[config.mk]
export PLATFORM = sky130hd
export DESIGN_NAME = register_rename_unit_core
export DESIGN_NICKNAME = d
export VERILOG_FILES = /design/src/rru_pkg.sv /design/src/rru_ram.sv /design/src/register_rename_unit_core.sv
export SDC_FILE = /design/constraint.sdc
export NUM_CORES = 2
export LEC_CHECK = 0
export BUFFER_PORTS_ARGS = -buffer_cell sky130_fd_sc_hd__buf_2
export CAP_MARGIN = 20
export CORE_AREA = 2 2 322 643
export CTS_CLUSTER_DIAMETER = 40
export DETAILED_ROUTE_END_ITERATION = 12
export DIE_AREA = 0 0 324 645
export GPL_ROUTABILITY_DRIVEN = 0
export PLACE_DENSITY_LB_ADDON = 0.1
export SYNTH_ARGS = -nofsm -noshare
export SYNTH_HDL_FRONTEND = slang
export SYNTH_SLANG_ARGS = --single-unit
[constraint.sdc]
create_clock -name clk -period 6.9 [get_ports clk]
set_clock_uncertainty 0.15 [all_clocks]
set_input_delay 1.38 -clock clk [delete_from_list [all_inputs] [get_ports clk]]
set_output_delay 1.38 -clock clk [all_outputs]
set_load 0.01 [all_outputs]
[src/rru_pkg.sv]
// package for the register rename unit
// sizes, opcode and status codes used by the rename core
// no dependencies
package rru_pkg;

    localparam int ARCH_REGS  = 32;
    localparam int PHYS_REGS  = 64;
    localparam int DATA_WIDTH = 32;

    localparam int ARCH_W    = $clog2(ARCH_REGS);
    localparam int PHYS_W    = $clog2(PHYS_REGS);
    localparam int CNT_W     = $clog2(PHYS_REGS + 1);
    localparam int FREE_INIT = PHYS_REGS - ARCH_REGS;

    typedef enum logic [2:0] {
        OP_LOOKUP  = 3'd0,
        OP_RENAME  = 3'd1,
        OP_RELEASE = 3'd2,
        OP_READ    = 3'd3,
        OP_WRITE   = 3'd4
    } op_t;

    typedef enum logic [1:0] {
        ST_OK      = 2'd0,
        ST_BLOCKED = 2'd1,
        ST_DROPPED = 2'd2
    } status_t;

endpackage

[src/rru_ram.sv]
// generic single-port synchronous ram with registered read data
// standalone, no package needed
module rru_ram #(
    parameter int WIDTH = 8,
    parameter int DEPTH = 16
) (
    input  logic                     clk,
    input  logic                     we,
    input  logic [$clog2(DEPTH)-1:0] addr,
    input  logic [WIDTH-1:0]         wdata,
    output logic [WIDTH-1:0]         rdata
);

    logic [WIDTH-1:0] mem [DEPTH];

    always_ff @(posedge clk)
    begin
        if (we)
        begin
            mem[addr] <= wdata;
        end
        rdata <= mem[addr];
    end

endmodule

[src/register_rename_unit_core.sv]
// register rename unit: alias map, fifo free list and physical register file
// depends on rru_pkg and rru_ram
//
// An operation is taken when start is high and busy is low. Its result shows
// on phys_alias, rd_data and status for exactly one cycle with done high;
// the receiver cannot stall it. Lookup, rename, release and unused opcodes
// issue the alias map and free list ram reads on the start edge and update
// in S_MAP before done rises; read and write pass through S_PHYS as well,
// since the register file ram is addressed by the alias read from the map.
// busy falls in the done cycle, so a new operation can be started then.
// All three memories sit behind valid bits that reset clears at once
// (identity map, initial free ids, zero registers), so the unit is ready
// in the first cycle after reset with no clearing pass.
module register_rename_unit_core (
    input  logic                          clk,
    input  logic                          rst_n,
    input  logic                          start,
    output logic                          busy,
    input  logic [2:0]                    opcode,
    input  logic [rru_pkg::ARCH_W-1:0]    arch_reg,
    input  logic [rru_pkg::PHYS_W-1:0]    phys_reg,
    input  logic [rru_pkg::DATA_WIDTH-1:0] wr_data,
    output logic                          done,
    output logic [rru_pkg::PHYS_W-1:0]    phys_alias,
    output logic [rru_pkg::DATA_WIDTH-1:0] rd_data,
    output logic [1:0]                    status
);

    import rru_pkg::*;

    typedef enum logic [1:0] {
        S_IDLE,
        S_MAP,
        S_PHYS
    } state_t;

    state_t                 state_reg, state_next;
    logic                   done_reg, done_next;
    logic [PHYS_W-1:0]      head_reg, head_next;
    logic [PHYS_W-1:0]      tail_reg, tail_next;
    logic [CNT_W-1:0]       count_reg, count_next;
    logic [ARCH_REGS-1:0]   map_valid_reg, map_valid_next;
    logic [PHYS_REGS-1:0]   fifo_valid_reg, fifo_valid_next;
    logic [PHYS_REGS-1:0]   phys_valid_reg, phys_valid_next;

    op_t                    op_reg;
    logic [ARCH_W-1:0]      a_reg;
    logic [PHYS_W-1:0]      p_reg;
    logic [DATA_WIDTH-1:0]  wv_reg;
    logic [PHYS_W-1:0]      phys_addr_reg, phys_addr_next;

    logic [PHYS_W-1:0]      alias_reg, alias_next;
    logic [DATA_WIDTH-1:0]  rv_reg, rv_next;
    status_t                status_reg, status_next;

    logic                   accept;
    logic [PHYS_W-1:0]      map_q;
    logic [PHYS_W-1:0]      fifo_q;
    logic [DATA_WIDTH-1:0]  phys_q;

    logic                   map_we;
    logic [ARCH_W-1:0]      map_addr;
    logic [PHYS_W-1:0]      map_rdata;
    logic                   fifo_we;
    logic [PHYS_W-1:0]      fifo_addr;
    logic [PHYS_W-1:0]      fifo_rdata;
    logic                   phys_we;
    logic [DATA_WIDTH-1:0]  phys_rdata;

    assign accept = start && (state_reg == S_IDLE);
    assign busy   = (state_reg != S_IDLE);

    // entries never written read as their reset contents
    always_comb
    begin
        map_q = map_valid_reg[a_reg] ? map_rdata : PHYS_W'(a_reg);
        if (fifo_valid_reg[head_reg])
        begin
            fifo_q = fifo_rdata;
        end
        else if (int'(head_reg) < FREE_INIT)
        begin
            fifo_q = PHYS_W'(ARCH_REGS) + head_reg;
        end
        else
        begin
            fifo_q = '0;
        end
        phys_q = phys_valid_reg[phys_addr_reg] ? phys_rdata : '0;
    end

    // ram ports: map and free list reads issued on the start edge, updates in S_MAP
    assign map_addr  = (state_reg == S_IDLE) ? arch_reg : a_reg;
    assign map_we    = (state_reg == S_MAP) && (op_reg == OP_RENAME) && (count_reg != '0);
    assign fifo_addr = (state_reg == S_IDLE) ? head_reg : tail_reg;
    assign fifo_we   = (state_reg == S_MAP) && (op_reg == OP_RELEASE)
                       && (count_reg != CNT_W'(PHYS_REGS));
    assign phys_we   = (state_reg == S_MAP) && (op_reg == OP_WRITE);

    rru_ram #(.WIDTH(PHYS_W), .DEPTH(ARCH_REGS)) u_map_ram (
        .clk   (clk),
        .we    (map_we),
        .addr  (map_addr),
        .wdata (fifo_q),
        .rdata (map_rdata)
    );

    rru_ram #(.WIDTH(PHYS_W), .DEPTH(PHYS_REGS)) u_fifo_ram (
        .clk   (clk),
        .we    (fifo_we),
        .addr  (fifo_addr),
        .wdata (p_reg),
        .rdata (fifo_rdata)
    );

    rru_ram #(.WIDTH(DATA_WIDTH), .DEPTH(PHYS_REGS)) u_phys_ram (
        .clk   (clk),
        .we    (phys_we),
        .addr  (map_q),
        .wdata (wv_reg),
        .rdata (phys_rdata)
    );

    always_comb
    begin
        state_next      = state_reg;
        done_next       = 1'b0;
        head_next       = head_reg;
        tail_next       = tail_reg;
        count_next      = count_reg;
        map_valid_next  = map_valid_reg;
        fifo_valid_next = fifo_valid_reg;
        phys_valid_next = phys_valid_reg;
        phys_addr_next  = phys_addr_reg;
        alias_next      = '0;
        rv_next         = '0;
        status_next     = ST_OK;
        case (state_reg)
            S_IDLE:
            begin
                if (start)
                begin
                    state_next = S_MAP;
                end
            end
            S_MAP:
            begin
                state_next = S_IDLE;
                done_next  = 1'b1;
                case (op_reg)
                    OP_LOOKUP:
                    begin
                        alias_next = map_q;
                    end
                    OP_RENAME:
                    begin
                        if (count_reg == '0)
                        begin
                            status_next = ST_BLOCKED;
                        end
                        else
                        begin
                            alias_next            = fifo_q;
                            head_next             = head_reg + PHYS_W'(1);
                            count_next            = count_reg - CNT_W'(1);
                            map_valid_next[a_reg] = 1'b1;
                        end
                    end
                    OP_RELEASE:
                    begin
                        if (count_reg == CNT_W'(PHYS_REGS))
                        begin
                            status_next = ST_DROPPED;
                        end
                        else
                        begin
                            tail_next                 = tail_reg + PHYS_W'(1);
                            count_next                = count_reg + CNT_W'(1);
                            fifo_valid_next[tail_reg] = 1'b1;
                        end
                    end
                    OP_READ, OP_WRITE:
                    begin
                        state_next     = S_PHYS;
                        done_next      = 1'b0;
                        phys_addr_next = map_q;
                        if (op_reg == OP_WRITE)
                        begin
                            phys_valid_next[map_q] = 1'b1;
                        end
                    end
                    default:
                    begin
                    end
                endcase
            end
            S_PHYS:
            begin
                state_next = S_IDLE;
                done_next  = 1'b1;
                if (op_reg == OP_READ)
                begin
                    rv_next = phys_q;
                end
            end
            default:
            begin
                state_next = S_IDLE;
            end
        endcase
    end

    always_ff @(posedge clk or negedge rst_n)
    begin
        if (!rst_n)
        begin
            state_reg      <= S_IDLE;
            done_reg       <= 1'b0;
            head_reg       <= '0;
            tail_reg       <= PHYS_W'(FREE_INIT);
            count_reg      <= CNT_W'(FREE_INIT);
            map_valid_reg  <= '0;
            fifo_valid_reg <= '0;
            phys_valid_reg <= '0;
            alias_reg      <= '0;
            rv_reg         <= '0;
            status_reg     <= ST_OK;
        end
        else
        begin
            state_reg      <= state_next;
            done_reg       <= done_next;
            head_reg       <= head_next;
            tail_reg       <= tail_next;
            count_reg      <= count_next;
            map_valid_reg  <= map_valid_next;
            fifo_valid_reg <= fifo_valid_next;
            phys_valid_reg <= phys_valid_next;
            if (done_next)
            begin
                alias_reg  <= alias_next;
                rv_reg     <= rv_next;
                status_reg <= status_next;
            end
        end
    end

    // operands of the beat in flight
    always_ff @(posedge clk)
    begin
        if (accept)
        begin
            op_reg <= op_t'(opcode);
            a_reg  <= arch_reg;
            p_reg  <= phys_reg;
            wv_reg <= wr_data;
        end
        phys_addr_reg <= phys_addr_next;
    end

    assign done       = done_reg;
    assign phys_alias = alias_reg;
    assign rd_data    = rv_reg;
    assign status     = status_reg;

    a_done_after_busy: assert property (@(posedge clk) disable iff (!rst_n)
        done |-> $past(busy))
        else $error("result beat without an operation in flight");

    a_count_bound: assert property (@(posedge clk) disable iff (!rst_n)
        count_reg <= CNT_W'(PHYS_REGS))
        else $error("free list count above capacity");

    a_ptr_count: assert property (@(posedge clk) disable iff (!rst_n)
        (tail_reg - head_reg) == count_reg[PHYS_W-1:0])
        else $error("free list pointers disagree with count");

    a_blocked_empty: assert property (@(posedge clk) disable iff (!rst_n)
        (done && status_reg == ST_BLOCKED) |-> (count_reg == '0))
        else $error("rename blocked while free ids remain");

    a_dropped_full: assert property (@(posedge clk) disable iff (!rst_n)
        (done && status_reg == ST_DROPPED) |-> (count_reg == CNT_W'(PHYS_REGS)))
        else $error("release dropped while free list has room");

endmodule
==> run_results.csv <==
group,metric,value,unit
outcome,outcome,"finished, final reports clean",
worst_setup_path,critPathMaxFanout,46,
logic_synthesis,synth_warnings,0,
logic_synthesis,synthesis.area,0.112,mm^2
drt,via_count,67400,
drt,routed_wl,360000,um
drt,drc,0,
cells_and_area,regMostFlops,"u_phys_ram.mem",
logic_synthesis,synth_top_family_by_area,"compound AO/OA/AOI/OAI gates",
clocking,cts_resized,0,
clocking,post_cts_buffers,0,
clocking,cts_buffer_depth,4,
timing,worst_slew_pin_slew,1.16,ns
timing,hold_viol_final,0,
logic_synthesis,yosys_register_bits,2942,
worst_setup_path,r2r-start,"a_reg[1]",
clocking,cts_tree,"done",
place,place.port_buffers,90,
cells_and_area,drive_gt1_frac,0.155,
logic_synthesis,seq_area_frac_synth,0.778,
worst_setup_path,path_delay_family,"simple AND/OR/NAND/NOR gates",
logic_synthesis,synthAdderAreaFrac,0.00130,
logic_synthesis,async_flop_share,0.0755,
grt,grt.overflow.total,0,
grt,grt_max_degree,166,
timing,rsz0062_at_grt,"no",
floorplanning,ios,91,
logic_synthesis,synthMuxAreaShare,0.0304,
logic_synthesis,synth_xor_area_frac,0.00133,
logic_synthesis,synthCells,6375,
grt,grt_pass1_wl,505000,um
worst_setup_path,cp_cell_sequence,"buf_4 > mux2i_1 > o221ai_1 > a22oi_2 > nand2_8 > mux2i_2 > inv_2 > nand3_4 > buf_4 > a31oi_1 > nor4_1 > buf_4 > nand2_1",
clocking,htreeDepth,4,
worst_hold_path,hold_class,"input pin to asynchronous set/reset pin",
floorplanning,rows,235,
logic_synthesis,synth_edf_count,2676,
clocking,cts_inserted_buffers,249,
drt,drt-wirelength-per-cell,38.0,um
floorplanning,die_area,0.209,mm^2
logic_synthesis,yosys-top-cells-area,"edfxtp_1 72%, dfrtp_1 4.9%, a221oi_1 3.4%",
timing,slew-limit-headroom,0.222,
clocking,root_buffer,"clkbuf_16",
timing,setup_tns,0,ns
worst_setup_path,cpPeakStageDelay,0.86,ns
floorplanning,initial_core_util,0.546,
timing,drv_slew,0,
floorplanning,die_h,645,um
worst_setup_path,crit_required,7.52,ns
clocking,cts_hold_buffers,0,
floorplanning,die_w,324,um
grt,grt_pass1_vias,67600,
drt,avgViaCountPerCell,7.11,
logic_synthesis,synthSimpleGateAreaFrac,0.0322,
grt,antenna_found_initial,11,
logic_synthesis,syn-num-nets,6435,
floorplanning,core_area,0.204,mm^2
drt,drt_iter0_drc,9950,
place,dp_worst_setup_slack,1.04,ns
worst_setup_path,crit_buf_inv,4,
place,dpl.hpwl,220000,um
worst_setup_path,crit_top_cell,"buf_4",
logic_synthesis,yosys_most_used_dff,"edfxtp_1",
power_and_ir_drop,p_leak,40.1,nW
worst_setup_path,arrival,6.64,ns
timing,min_period,6.02,ns
worst_setup_path,path_class,"flop to flop",
worst_setup_path,endpoint_kind,"flop",
power_and_ir_drop,ir_drop,0.000316,V
worst_setup_path,critical_path.startpoint_type,"flop",
drt,ant_nets,0,
cells_and_area,top_regs,"u_phys_ram.mem: 2048 flops, u_fifo_ram.mem: 384 flops, u_map_ram.mem: 192 flops",
timing,clock.fmax,166,MHz
logic_synthesis,synth_cell_types,75,
timing,period_share,0.872,
logic_synthesis,synth_largest_type_area_fraction,0.720,
worst_setup_path,worstSetupStartpoint,"a_reg[1]",
logic_synthesis,post_synth.cell_area_avg,17.5,um^2
logic_synthesis,synth_compound_gate_area_share,0.138,
place,dp_cells,9013,
drt,first_pass_iters,10,
cells_and_area,design_area,0.125,mm^2
timing,setup_viol,0,
cells_and_area,area_growth,12.4,%
clocking,clkTransAtPathRegs,0.07,ns
timing,fin_ws,0.882,ns
worst_setup_path,critPathSlowestCell,"nor4_1",
grt,grtUsageTotal,0.344,
cells_and_area,final-instance-count-excl-fill,9473,
clocking,clock_latency,0.92,ns
place,dpl-instance-area,0.117,mm^2
cells_and_area,nFillCells,14700,
power_and_ir_drop,cellPowerDensity,395,mW/mm^2
flow_run,maxCapViolCount,0,
cells_and_area,largest_reg_flops,2048,
clocking,cts_num_sinks,2942,
cells_and_area,final_nets,6600,
logic_synthesis,yosys.area.top_type,"edfxtp_1",
## placed cells by master (no fill, tap or decap), drive strengths merged, types with 12 or more instances in the layout
master,count
a2111oi,42
a21o,22
a21oi,24
a221oi,438
a222oi,195
a22o,105
a22oi,478
a2bb2oi,178
a31o,44
a31oi,218
a41oi,12
and2,15
buf,387
bufinv,29
clkbuf,340
clkinv,76
dfrtp,220
dfxtp,44
edfxtp,2676
inv,24
mux2,13
mux2i,123
mux4,89
nand2,287
nand2b,14
nand3,52
nand4,41
nor2,226
nor4,36
o21ai,29
o21bai,80
or2,66
xnor2,14
## final timing paths
| path | endpoint | slack, ns | cells after the start |
|---|---|---|---|
| setup / recovery | u_phys_ram.rdata[3] | 0.88 | 13 |
| hold / removal | rd_data[11] | 0.30 | 1 |
| setup reg to reg | u_phys_ram.rdata[3] | 0.88 | 13 |
| hold reg to reg | map_valid_reg[2] | 0.30 | 1 |
| max in group asynchronous | phys_valid_reg[52] | 4.74 | 2 |
| min in group clk | map_valid_reg[2] | 0.31 | 1 |
## layout make-up
class / instances / area, um^2 / area share
flip-flops and latches: 2942 / 86800 / 0.692
diodes: 3 / 7.51 / 0.0000599
multi-input cells: 2938 / 23500 / 0.187
well taps: 2725 / 3410 / 0.0272
clock buffers: 340 / 6880 / 0.0549
clock inverters: 116 / 1340 / 0.0107
inverters: 20 / 75.1 / 0.000599
repair buffers: 389 / 3390 / 0.0271
## layer usage
layer	part of all wire	vias up	GRT usage
met5	0.00015	-	0
met1	0.33	34800	0.397
met4	0.074	6	0.215
met2	0.51	4219	0.595
li1	-	27200	-
met3	0.086	1121	0.0554
## synthesized netlist by cell type, types with 7 or more instances
library cell / n
nor2b_1: 7
or2_1: 9
mux2i_1: 122
nor4_1: 36
xnor2_1: 14
ha_1: 10
a22o_1: 105
a21oi_1: 24
inv_1: 17
o21ai_0: 19
nand2_1: 286
nand3b_1: 10
o21ai_1: 10
a221oi_1: 438
or2_2: 57
a22oi_1: 476
mux4_2: 89
clkbuf_1: 326
a2111oi_0: 41
a2bb2oi_1: 178
o221ai_1: 8
and2_1: 12
dfrtp_1: 220
mux2_2: 9
buf_4: 8
nor2_1: 226
edfxtp_1: 2676
nor3_1: 10
a31o_2: 36
buf_2: 100
dfxtp_1: 44
a222oi_1: 195
buf_6: 7
a21o_1: 22
nand2b_1: 14
nand4_1: 41
nand3_1: 52
a31o_1: 8
a31oi_1: 218
buf_1: 34
a41oi_1: 12
o21bai_1: 80
## where the power goes
part / internal [W] / switching (W)
clock: 0.00804 / 0.00639
combinational: 0.00428 / 0.00943
sequential: 0.0209 / 0.000487
total: 0.0332 / 0.0163
## per-stage QoR
stage                      util  power (W)  hold slack, ns
after floorplan               -     0.0291           0.277
after global placement    0.573     0.0350           0.292
after detailed placement  0.573     0.0352           0.296
after CTS                 0.613     0.0494           0.296
after global routing      0.614     0.0508           0.315
final                     0.614     0.0495           0.305
## cells by family after synthesis
group | count (synthesis)
compound gates | 1899
xor+xnor | 17
fa+ha+maj | 11
buf+inv | 495
flops | 2942
mux | 225
simple gates | 786
Note: power is estimated with default switching activity, not from simulation.
